==> config.mk <==
export PLATFORM = sky130hd
export DESIGN_NAME = ignition_voltage_detector
export DESIGN_NICKNAME = d
export VERILOG_FILES = /design/src/hw/rtl/ivd_pkg.sv /design/src/hw/rtl/ignition_voltage_detector.sv
export VERILOG_INCLUDE_DIRS = /design/src /design/src/hw/rtl
export SDC_FILE = /design/constraint.sdc
export NUM_CORES = 1
export LEC_CHECK = 0
export BUFFER_PORTS_ARGS = -buffer_cell sky130_fd_sc_hd__clkbuf_2
export CORE_MARGIN = 1.5
export CORE_UTILIZATION = 41
export CTS_CLUSTER_SIZE = 16
export DETAILED_ROUTE_END_ITERATION = 8
export PLACE_DENSITY = 0.68
export SYNTH_ARGS = -nofsm -noshare
export SYNTH_HDL_FRONTEND = slang
export SYNTH_SLANG_ARGS = --single-unit
==> constraint.sdc <==
create_clock -name clk -period 3.7 [get_ports clk]
set_input_delay 0.37 -clock clk [delete_from_list [all_inputs] [get_ports clk]]
set_output_delay 0.37 -clock clk [all_outputs]
set_load 0.01 [all_outputs]
==> src/hw/rtl/ignition_voltage_detector_macros.svh <==
// Assertion macros for the ignition voltage detector RTL.
// Included by modules that carry concurrent checks; expects clk and rst_n in scope.
`ifndef IGNITION_VOLTAGE_DETECTOR_MACROS_SVH
`define IGNITION_VOLTAGE_DETECTOR_MACROS_SVH

`ifndef ASSERT_OFF

// Checked only outside reset.
`define IVD_ASSERT(label, prop, msg) \
    label: assert property (@(posedge clk) disable iff (!rst_n) prop) else $error(msg);

// Checked on every edge, reset included.
`define IVD_ASSERT_ALWAYS(label, prop, msg) \
    label: assert property (@(posedge clk) prop) else $error(msg);

`else

`define IVD_ASSERT(label, prop, msg)
`define IVD_ASSERT_ALWAYS(label, prop, msg)

`endif

`endif

==> src/hw/rtl/ivd_pkg.sv <==
// Shared widths, register indexes, reset values and engine modes
// for the ignition voltage detector. No dependencies.
`timescale 1ns / 1ps

package ivd_pkg;

    localparam int SAMPLE_WIDTH = 13;
    localparam int COUNT_WIDTH  = 8;
    localparam int SUM_WIDTH    = SAMPLE_WIDTH + COUNT_WIDTH;
    localparam int AVG_WIDTH    = 13;
    localparam int RUN_WIDTH    = 32;
    localparam int WINDOW_WIDTH = 8;
    localparam int THRESH_WIDTH = 13;
    localparam int MODE_WIDTH   = 2;
    localparam int BITCNT_WIDTH = $clog2(SUM_WIDTH + 1);

    localparam int IN_FIELDS_WIDTH  = SAMPLE_WIDTH + 1;
    localparam int IN_DATA_WIDTH    = ((IN_FIELDS_WIDTH + 7) / 8) * 8;
    localparam int OUT_FIELDS_WIDTH = 1 + AVG_WIDTH + MODE_WIDTH + 1 + 1 + RUN_WIDTH + 1;
    localparam int OUT_DATA_WIDTH   = ((OUT_FIELDS_WIDTH + 7) / 8) * 8;

    localparam int CFG_INDEX_WIDTH = 2;
    localparam int CFG_DATA_WIDTH  = 13;

    localparam logic [CFG_INDEX_WIDTH-1:0] REG_WINDOW_SAMPLES = 2'd0;
    localparam logic [CFG_INDEX_WIDTH-1:0] REG_ON_THRESHOLD   = 2'd1;
    localparam logic [CFG_INDEX_WIDTH-1:0] REG_OFF_THRESHOLD  = 2'd2;

    localparam logic [WINDOW_WIDTH-1:0] WINDOW_RESET   = 8'd10;
    localparam logic [THRESH_WIDTH-1:0] ON_THR_RESET   = 13'd4200;
    localparam logic [THRESH_WIDTH-1:0] OFF_THR_RESET  = 13'd3800;
    localparam logic [AVG_WIDTH-1:0]    AVG_MAX        = {AVG_WIDTH{1'b1}};
    localparam logic [COUNT_WIDTH-1:0]  COUNT_MAX      = {COUNT_WIDTH{1'b1}};

    typedef enum logic [MODE_WIDTH-1:0] {
        MODE_IDLE = 2'd0,
        MODE_ON   = 2'd1,
        MODE_OFF  = 2'd2
    } engine_mode_t;

endpackage

==> src/hw/rtl/ignition_voltage_detector.sv <==
// Ignition voltage detector: windowed average of millivolt samples with an
// engine on/off decision. Depends on ivd_pkg and ignition_voltage_detector_macros.svh.
`timescale 1ns / 1ps

// A sample that does not close a window goes from acceptance through ST_EMIT to
// the output register (accept, then load the result). A sample that closes a
// window has its window sum divided by the sample count in a restoring divider
// that retires one quotient bit per cycle, then the engine decision is made in
// ST_DECIDE before the load. s_tready is low from acceptance until the result
// is loaded; the next sample is taken while a result waits on the master side,
// but a result that is still not taken holds back the one after. Config writes
// are always ready and are meant to happen while the block is idle.
`include "ignition_voltage_detector_macros.svh"

module ignition_voltage_detector
(
    input  logic                                    clk,
    input  logic                                    rst_n,
    // config write channel
    input  logic                                    cfg_valid,
    output logic                                    cfg_ready,
    input  logic [ivd_pkg::CFG_INDEX_WIDTH-1:0]     cfg_index,
    input  logic [ivd_pkg::CFG_DATA_WIDTH-1:0]      cfg_data,
    // sample stream
    input  logic                                    s_tvalid,
    output logic                                    s_tready,
    // [12:0] sample_mv, [13] ignition_active, [15:14] zero
    input  logic [ivd_pkg::IN_DATA_WIDTH-1:0]       s_tdata,
    // result stream
    output logic                                    m_tvalid,
    input  logic                                    m_tready,
    // [0] window_done, [13:1] average_mv, [15:14] engine_state, [16] engine_started,
    // [17] engine_stopped, [49:18] run_ticks, [50] stop_sampling, [55:51] zero
    output logic [ivd_pkg::OUT_DATA_WIDTH-1:0]      m_tdata
);

    localparam int SW = ivd_pkg::SAMPLE_WIDTH;
    localparam int CW = ivd_pkg::COUNT_WIDTH;
    localparam int UW = ivd_pkg::SUM_WIDTH;
    localparam int AW = ivd_pkg::AVG_WIDTH;
    localparam int RW = ivd_pkg::RUN_WIDTH;
    localparam int BW = ivd_pkg::BITCNT_WIDTH;
    localparam int PAD_WIDTH = ivd_pkg::OUT_DATA_WIDTH - ivd_pkg::OUT_FIELDS_WIDTH;

    typedef enum logic [1:0] {
        ST_IDLE,
        ST_DIV,
        ST_DECIDE,
        ST_EMIT
    } state_t;

    // config registers
    logic [ivd_pkg::WINDOW_WIDTH-1:0] window_reg;
    logic [ivd_pkg::THRESH_WIDTH-1:0] on_thr_reg;
    logic [ivd_pkg::THRESH_WIDTH-1:0] off_thr_reg;

    // block state
    state_t                state_reg;
    logic [UW-1:0]         sum_reg;
    logic [CW-1:0]         count_reg;
    ivd_pkg::engine_mode_t mode_reg;
    logic [RW-1:0]         run_time_reg;
    logic [AW-1:0]         last_avg_reg;
    logic                  ign_reg;

    // divider
    logic [UW-1:0]         quo_reg;
    logic [CW-1:0]         rem_reg;
    logic [BW-1:0]         bit_cnt_reg;

    // flags of the result being built
    logic                  pend_done_reg;
    logic                  pend_started_reg;
    logic                  pend_stopped_reg;
    logic                  pend_stop_reg;

    // output register
    logic                  out_valid_reg;
    logic                  out_done_reg;
    logic [AW-1:0]         out_avg_reg;
    logic [1:0]            out_mode_reg;
    logic                  out_started_reg;
    logic                  out_stopped_reg;
    logic [RW-1:0]         out_run_reg;
    logic                  out_stop_reg;

    logic [SW-1:0]         in_sample;
    logic                  in_ign;
    logic                  in_accept;
    logic [UW-1:0]         sum_next;
    logic [CW-1:0]         count_next;
    logic [CW-1:0]         eff_window;
    logic                  window_close;

    logic [CW:0]           rem_shift;
    logic [CW+1:0]         rem_diff;
    logic                  rem_ge;

    logic [AW-1:0]         avg_sat;
    logic                  out_free;

    assign in_sample = s_tdata[SW-1:0];
    assign in_ign    = s_tdata[SW];
    assign s_tready  = (state_reg == ST_IDLE);
    assign in_accept = s_tvalid && s_tready;
    assign cfg_ready = 1'b1;

    assign sum_next   = sum_reg + UW'(in_sample);
    assign count_next = count_reg + CW'(1);

    // zero behaves as one; window capped at the largest count
    always_comb
    begin
        if (window_reg == '0)
            eff_window = CW'(1);
        else if (32'(window_reg) > 32'(ivd_pkg::COUNT_MAX))
            eff_window = ivd_pkg::COUNT_MAX;
        else
            eff_window = CW'(window_reg);
    end

    assign window_close = (count_next != '0) && (count_next >= eff_window);

    // one restoring step: shift in the next dividend bit, try the subtract
    assign rem_shift = {rem_reg, quo_reg[UW-1]};
    assign rem_diff  = {1'b0, rem_shift} - {2'b00, count_reg};
    assign rem_ge    = !rem_diff[CW+1];

    assign avg_sat = (quo_reg[UW-1:AW] != '0) ? ivd_pkg::AVG_MAX : quo_reg[AW-1:0];

    assign out_free = !out_valid_reg || m_tready;

    always_ff @(posedge clk or negedge rst_n)
    begin
        if (!rst_n)
        begin
            window_reg       <= ivd_pkg::WINDOW_RESET;
            on_thr_reg       <= ivd_pkg::ON_THR_RESET;
            off_thr_reg      <= ivd_pkg::OFF_THR_RESET;
            state_reg        <= ST_IDLE;
            sum_reg          <= '0;
            count_reg        <= '0;
            mode_reg         <= ivd_pkg::MODE_IDLE;
            run_time_reg     <= '0;
            last_avg_reg     <= '0;
            ign_reg          <= 1'b0;
            quo_reg          <= '0;
            rem_reg          <= '0;
            bit_cnt_reg      <= '0;
            pend_done_reg    <= 1'b0;
            pend_started_reg <= 1'b0;
            pend_stopped_reg <= 1'b0;
            pend_stop_reg    <= 1'b0;
            out_valid_reg    <= 1'b0;
            out_done_reg     <= 1'b0;
            out_avg_reg      <= '0;
            out_mode_reg     <= '0;
            out_started_reg  <= 1'b0;
            out_stopped_reg  <= 1'b0;
            out_run_reg      <= '0;
            out_stop_reg     <= 1'b0;
        end
        else
        begin
            if (cfg_valid && cfg_ready)
            begin
                unique case (cfg_index)
                    ivd_pkg::REG_WINDOW_SAMPLES:
                        window_reg <= cfg_data[ivd_pkg::WINDOW_WIDTH-1:0];
                    ivd_pkg::REG_ON_THRESHOLD:
                        on_thr_reg <= cfg_data[ivd_pkg::THRESH_WIDTH-1:0];
                    ivd_pkg::REG_OFF_THRESHOLD:
                        off_thr_reg <= cfg_data[ivd_pkg::THRESH_WIDTH-1:0];
                    default:
                        ;
                endcase
            end

            // in ST_EMIT the load below owns the valid flag
            if (out_valid_reg && m_tready && (state_reg != ST_EMIT))
                out_valid_reg <= 1'b0;

            unique case (state_reg)
                ST_IDLE:
                begin
                    if (in_accept)
                    begin
                        sum_reg   <= sum_next;
                        count_reg <= count_next;
                        ign_reg   <= in_ign;
                        if (mode_reg == ivd_pkg::MODE_ON)
                            run_time_reg <= run_time_reg + RW'(1);
                        pend_started_reg <= 1'b0;
                        pend_stopped_reg <= 1'b0;
                        pend_stop_reg    <= 1'b0;
                        if (window_close)
                        begin
                            pend_done_reg <= 1'b1;
                            quo_reg       <= sum_next;
                            rem_reg       <= '0;
                            bit_cnt_reg   <= BW'(UW);
                            state_reg     <= ST_DIV;
                        end
                        else
                        begin
                            pend_done_reg <= 1'b0;
                            state_reg     <= ST_EMIT;
                        end
                    end
                end

                ST_DIV:
                begin
                    quo_reg     <= {quo_reg[UW-2:0], rem_ge};
                    rem_reg     <= rem_ge ? rem_diff[CW-1:0] : rem_shift[CW-1:0];
                    bit_cnt_reg <= bit_cnt_reg - BW'(1);
                    if (bit_cnt_reg == BW'(1))
                        state_reg <= ST_DECIDE;
                end

                ST_DECIDE:
                begin
                    last_avg_reg <= avg_sat;
                    // on wins when both thresholds are met
                    if (ign_reg && (avg_sat >= on_thr_reg))
                    begin
                        mode_reg         <= ivd_pkg::MODE_ON;
                        pend_started_reg <= 1'b1;
                    end
                    else if (ign_reg && (avg_sat <= off_thr_reg))
                    begin
                        if (mode_reg == ivd_pkg::MODE_ON)
                        begin
                            pend_stopped_reg <= 1'b1;
                            pend_stop_reg    <= 1'b1;
                            run_time_reg     <= '0;
                        end
                        mode_reg <= ivd_pkg::MODE_OFF;
                    end
                    if (!ign_reg)
                        pend_stop_reg <= 1'b1;
                    sum_reg   <= '0;
                    count_reg <= '0;
                    state_reg <= ST_EMIT;
                end

                ST_EMIT:
                begin
                    if (out_free)
                    begin
                        out_valid_reg   <= 1'b1;
                        out_done_reg    <= pend_done_reg;
                        out_avg_reg     <= last_avg_reg;
                        out_mode_reg    <= mode_reg;
                        out_started_reg <= pend_started_reg;
                        out_stopped_reg <= pend_stopped_reg;
                        out_run_reg     <= run_time_reg;
                        out_stop_reg    <= pend_stop_reg;
                        state_reg       <= ST_IDLE;
                    end
                end

                default:
                    state_reg <= ST_IDLE;
            endcase
        end
    end

    assign m_tvalid = out_valid_reg;
    assign m_tdata  = {{PAD_WIDTH{1'b0}}, out_stop_reg, out_run_reg, out_stopped_reg,
                       out_started_reg, out_mode_reg, out_avg_reg, out_done_reg};

    `IVD_ASSERT(a_div_count_live, (state_reg == ST_DIV) |-> (bit_cnt_reg != '0),
        "divider running with no bits left")
    `IVD_ASSERT(a_rem_below_divisor, (state_reg == ST_DIV) |-> (rem_reg < count_reg),
        "partial remainder not below divisor")
    `IVD_ASSERT(a_busy_after_accept, in_accept |=> !s_tready,
        "sample taken while previous one still in work")
    `IVD_ASSERT(a_flags_need_window, (out_valid_reg && !out_done_reg) |->
        (!out_started_reg && !out_stopped_reg && !out_stop_reg),
        "event flags raised without a closed window")
    `IVD_ASSERT_ALWAYS(a_start_stop_exclusive, !(out_started_reg && out_stopped_reg),
        "start and stop flagged in one result")

endmodule
# After elaboration in Yosys (flattened, before gate mapping)
# Cells that the tools add are included.
[word_totals]
regBits = 203
elab_cells = 125
inputBits = 36
out_inout_bits = 59
[op_classes]
reduce_logical = 30
mux = 42
eq_ne = 20
n_lt_le_gt_ge = 3
addsub = 5
[ops]
columns = ["op", "n"]
rows = [
  ["$mux 32", 5],
  ["$pmux 21 s2", 2],
  ["$pmux 32 s2", 1],
  ["$mux 21", 3],
  ["$mux 8", 5],
  ["$add 32x1->32 const B", 1],
  ["$pmux 8 s2", 2],
  ["$add 21x13->21", 1],
  ["$reduce_bool 8->1", 2],
  ["$ne 2x2->1 const B", 7],
  ["$reduce_and 2->1", 7],
  ["$ge 13x13->1", 1],
  ["$le 13x13->1", 1],
  ["$mux 13", 1],
  ["$mux 2", 6],
  ["$mux 1", 10],
  ["$mux 5", 2],
  ["$pmux 5 s2", 1],
  ["$reduce_and 5->1", 2],
  ["$sub 9x8->10", 1],
  ["$ne 3x3->1 const B", 3],
  ["$reduce_and 3->1", 3],
  ["$add 8x1->8 const B", 1],
  ["$ge 8x8->1", 1],
  ["other kinds (14)", 31],
]

# Longest topological paths before layout
[depth]
word_depth = 8
mapped_depth = 15
mapped_depth_nobuf = 13

# Worst setup path after synthesis
# No wires, ideal clock.
[synth_path]
path_kind = "reg2reg"
start = "reg quo_reg[16]"
end = "reg run_time_reg[15]"
setup_ns = 0.134
path_slack_ns = 0.459
synth_period_minus_slack_ns = 3.241
n_path_buf = 3
t_arrival_ns = 3.108
required_time_ns = 3.566
path_stages_with_launch = 15
path_cell_list = "dfrtp_1 nor4_1 nand2_1 clkbuf_1 or2_2 ha_1 and2_0 a221o_1 a21oi_1 o21ai_1 o31a_1 clkbuf_1 clkbuf_1 o21ai_0 o41ai_1"
[synth_between]
elab_chain_cells = 6
elab_cells_between_ends = 9
cone_classes = "2 x order compare; 2 x eq/ne; 1 x mux; 4 x reduce/logical"
[synth_lines]
columns = ["item", "line_no", "text"]
rows = [
  ["start, declared", "ignition_voltage_detector.sv:67", "logic [UW-1:0] quo_reg;"],
  ["start signal, assigned", "ignition_voltage_detector.sv:199", "quo_reg <= sum_next;"],
  ["start signal, assigned", "ignition_voltage_detector.sv:214", "quo_reg <= {quo_reg[UW-2:0], rem_ge};"],
  ["$reduce_bool 8->1 (*)", "ignition_voltage_detector.sv:129", "assign avg_sat = (quo_reg[UW-1:AW] != '0) ? ivd_pkg::AVG_MAX : quo_reg[AW-1:0];"],
  ["$mux 13 (*)", "ignition_voltage_detector.sv:129", ""],
  ["named net avg_sat[8]", "ignition_voltage_detector.sv:99", "logic [AW-1:0] avg_sat;"],
  ["$le 13x13->1 or $ge 13x13->1 (tied branches)", "ignition_voltage_detector.sv:230, ignition_voltage_detector.sv:225", ""],
  ["$logic_and 1x1->1, on equally long branches", "ignition_voltage_detector.sv:230, ignition_voltage_detector.sv:225", ""],
  ["$ne 2x2->1 (no line)", "--", ""],
  ["$reduce_and 6->1 (no line) (*)", "--", ""],
  ["end signal, assigned", "ignition_voltage_detector.sv:192", "run_time_reg <= run_time_reg + RW'(1);"],
  ["end, declared", "ignition_voltage_detector.sv:62", "logic [RW-1:0] run_time_reg;"],
]
# Mark *: on every way through the listed nets, which the timed path passes. The rest lies on a longest branch.
# A chain may end at the register's enable or synchronous reset.

# Worst setup path after layout
[layout_path]
start = "reg quo_reg[20]"
end = "reg run_time_reg[15]"
# Same word-level chain as after synthesis.

==> results.cfg <==
[run_status]
outcome = finished with violations
violations = hold timing

[die]
die_h_um = 165.7
rows = 59
die_area_um2 = 27440
core_um2 = 25980
pin_count = 95
die_x_um = 165.7
start_util_pct = 41.75

[setup_path]
cp-start-kind = flip-flop
cp-end-kind = flip-flop
r2r_end = run_time_reg[15]
crit_family = simple AND/OR/NAND/NOR gates
critical_path_buf_inv_count = 3
cp_slowest_cell = nor4_1
worst_path_largest_cell_delay_ns = 0.43
arrival_ns = 3.82
required_ns = 4.08
crit_path_cell_trace = nor4_1, buf_4, nand2_1, buf_4, or2_2, ha_1, nand4_1, nor4_1, and2_1, a41oi_1, o31a_1, buf_12, o21ai_0, o41ai_1
critPathMaxFanout = 29
reg2reg_depth = 14
critPathKind = reg2reg
reg2reg_from = quo_reg[20]
rrSetupSlack_ns = 0.26

[layout]
drive_above_1_share_pct = 24.04
synthToLayoutAreaGrowth_pct = 15.28
final.fill_count = 2406
nets = 1253
final_common_cell = dfrtp_1
final_cell_mix = dfrtp_1 (190), o21ai_0 (118), mux2_2 (95)

[power_and_ir_drop]
p_sw_mw = 3.576
clkPwrFrac_pct = 23.9
p_comb_share_pct = 43.3
irDropWorstVdd_uv = 475.5
seq_power_share_pct = 32.9
internal_power_mw = 5.930
cellLeakagePower_nw = 5.874
p_per_area_nw_per_um2 = 760.1
netSwitchingFraction_pct = 37.62

[timing]
fmax_ghz = 0.2907
hold_violations = 14
worst_pin_slew_ns = 0.9098
skew_ns = 0.01108
drv_slew = 0
fin_crit_sh_pct = 92.96
fin_crit_ns = 3.440
fin_tns_setup_ns = 0
whs_ns = -0.03414
max-slew-margin-rel_pct = 39.35
rsz0062_at_grt = false
setup_viol = 0

[place]
io_buffers = 86
dp_hpwl_um = 17160
place.gp.congestion = 0.8721

[global_routing]
grt_pass1_vias = 7941
grt_usage_pct = 17.45
antenna_found_initial = 3
grt_max_degree = 111
grt-ovfl-total = 0
grt_pass1_wl_um = 40190

[cts]
clk_pin_slew_ns = 0.06
cts_tree = done
cts_resized = 0
ctsHoldBuffers = 0
cts-root-buf = clkbuf_16
clk_latency_ns = 0.51
clock-sinks = 203
cts_setup_buffers = 0
clockBufferDepth = 3
h-tree-depth = 1
numCtsBuffers = 23

[logic_synthesis]
syn_area_um2 = 10850
synthFlopType = dfrtp_1
ys_seq_area_share_pct = 46.98
synthArstFlopShare_pct = 100.0
synth_area_per_cell_um2 = 10.22
synth_edf_count = 0
synth_seq_cells = 203
netlist_instances = 1061
synth_cell_types = 67
yosys_warnings = 0

[run]
drv_cap = 0

[route]
drc = 0
final_antenna_net_count = 0
wl_per_cell_um = 15.98
dr_total_vias = 8132
routed_wl_um = 24070
drtIter0Drc = 484
vias_per_cell = 5.400
first_pass_iters = 4

[hold_path]
hp-class = in2async
## cell usage after synthesis, drive strengths merged, types with 3 or more instances
library cell  number  area [µm²]
a211oi             5       37.54
a21o               9       67.56
a21oi             45       229.0
a22o              14       122.6
a31oi             16       100.1
and2               4       25.03
and3              13       81.33
and4               4       35.03
buf               26       158.9
clkbuf            27       101.4
dfrtp            190        4755
dfstp             13       341.6
ha                63       788.3
inv               59       221.5
mux2              96        1081
mux2i             18       180.2
nand2             85       319.1
nand2b             8       50.05
nand3             28       140.1
nand4             22       137.6
nor2              62       232.7
nor2b              5       31.28
nor3              13       65.06
nor3b              3       22.52
nor4               6       43.79
o211ai             3       22.52
o21a               8       60.06
o21ai            122       610.6
o22ai              5       31.28
o31ai              9       67.56
o41ai              4       35.03
or2               11       68.82
or3                3       18.77
or4                4       30.03
xnor2             14       122.6
xor2               9       78.83
## worst max-delay path by stage
| stage | from | to | depth (start not counted) |
|---|---|---|---|
| global route | quo_reg[20] | run_time_reg[21] | 14 |
| CTS | quo_reg[16] | run_time_reg[9] | 13 |
| global placement | quo_reg[16] | run_time_reg[17] | 13 |
| finish | quo_reg[20] | run_time_reg[15] | 14 |
| detailed placement | quo_reg[16] | run_time_reg[9] | 13 |
| floorplan | quo_reg[16] | run_time_reg[15] | 14 |
## stage by stage
step | std cells | setup WS (ns) | utilization, % | power, mW | area (µm²)
final | 1506 | 0.2603 | 48.13 | 9.506 | 12510
after global routing | 1504 | 0.05845 | 48.11 | 10.23 | 12500
after CTS | 1504 | 0.1982 | 48.08 | 9.584 | 12490
after detailed placement | 1462 | 0.2026 | 45.18 | 7.273 | 11740
after global placement | 1462 | 0.3166 | 45.18 | 7.149 | 11740
after floorplan | 1065 | 0.4586 | - | 6.068 | 10860
## final cells by class
type                       instances  area (µm²)  area share (%)
clock buffer                      34       656.9           5.253
tap                              335       419.2           3.352
sequential                       203        5096           40.75
inverter                          59       221.5           1.771
antenna                            2       5.005         0.04002
timing repair buffer             115       694.4           5.553
multi-input combinational        750        5316           42.51
clock inverter                     8       96.34          0.7704
## power by group through the flow
stage	combinational [mW]	sequential, mW	clock [mW]
6_report	4.11	3.12	2.27
2_1_floorplan	2.99	3.08	0
3_3_place_gp	4.01	3.14	0
4_1_cts	4.14	3.13	2.32
5_1_grt	4.63	3.19	2.40
3_5_place_dp	4.11	3.16	0
## per-layer routing
metal	track usage, %	vias to the layer above	wire [µm]
met3	2.724	29	1007
li1	-	3981	-
met4	3.408	2	374
met1	24.34	3975	11370
met5	0	-	13
met2	28.86	145	11300
## kinds of logic after synthesis
logic type,share of synthesized area [%]
compound gates,15.18
xor+xnor,1.857
fa+ha+maj,7.636
buf+inv,4.441
flops,46.98
mux,11.63
other cells,0.06923
simple gates,12.21
No activity file was read; power rests on OpenSTA's default activity.
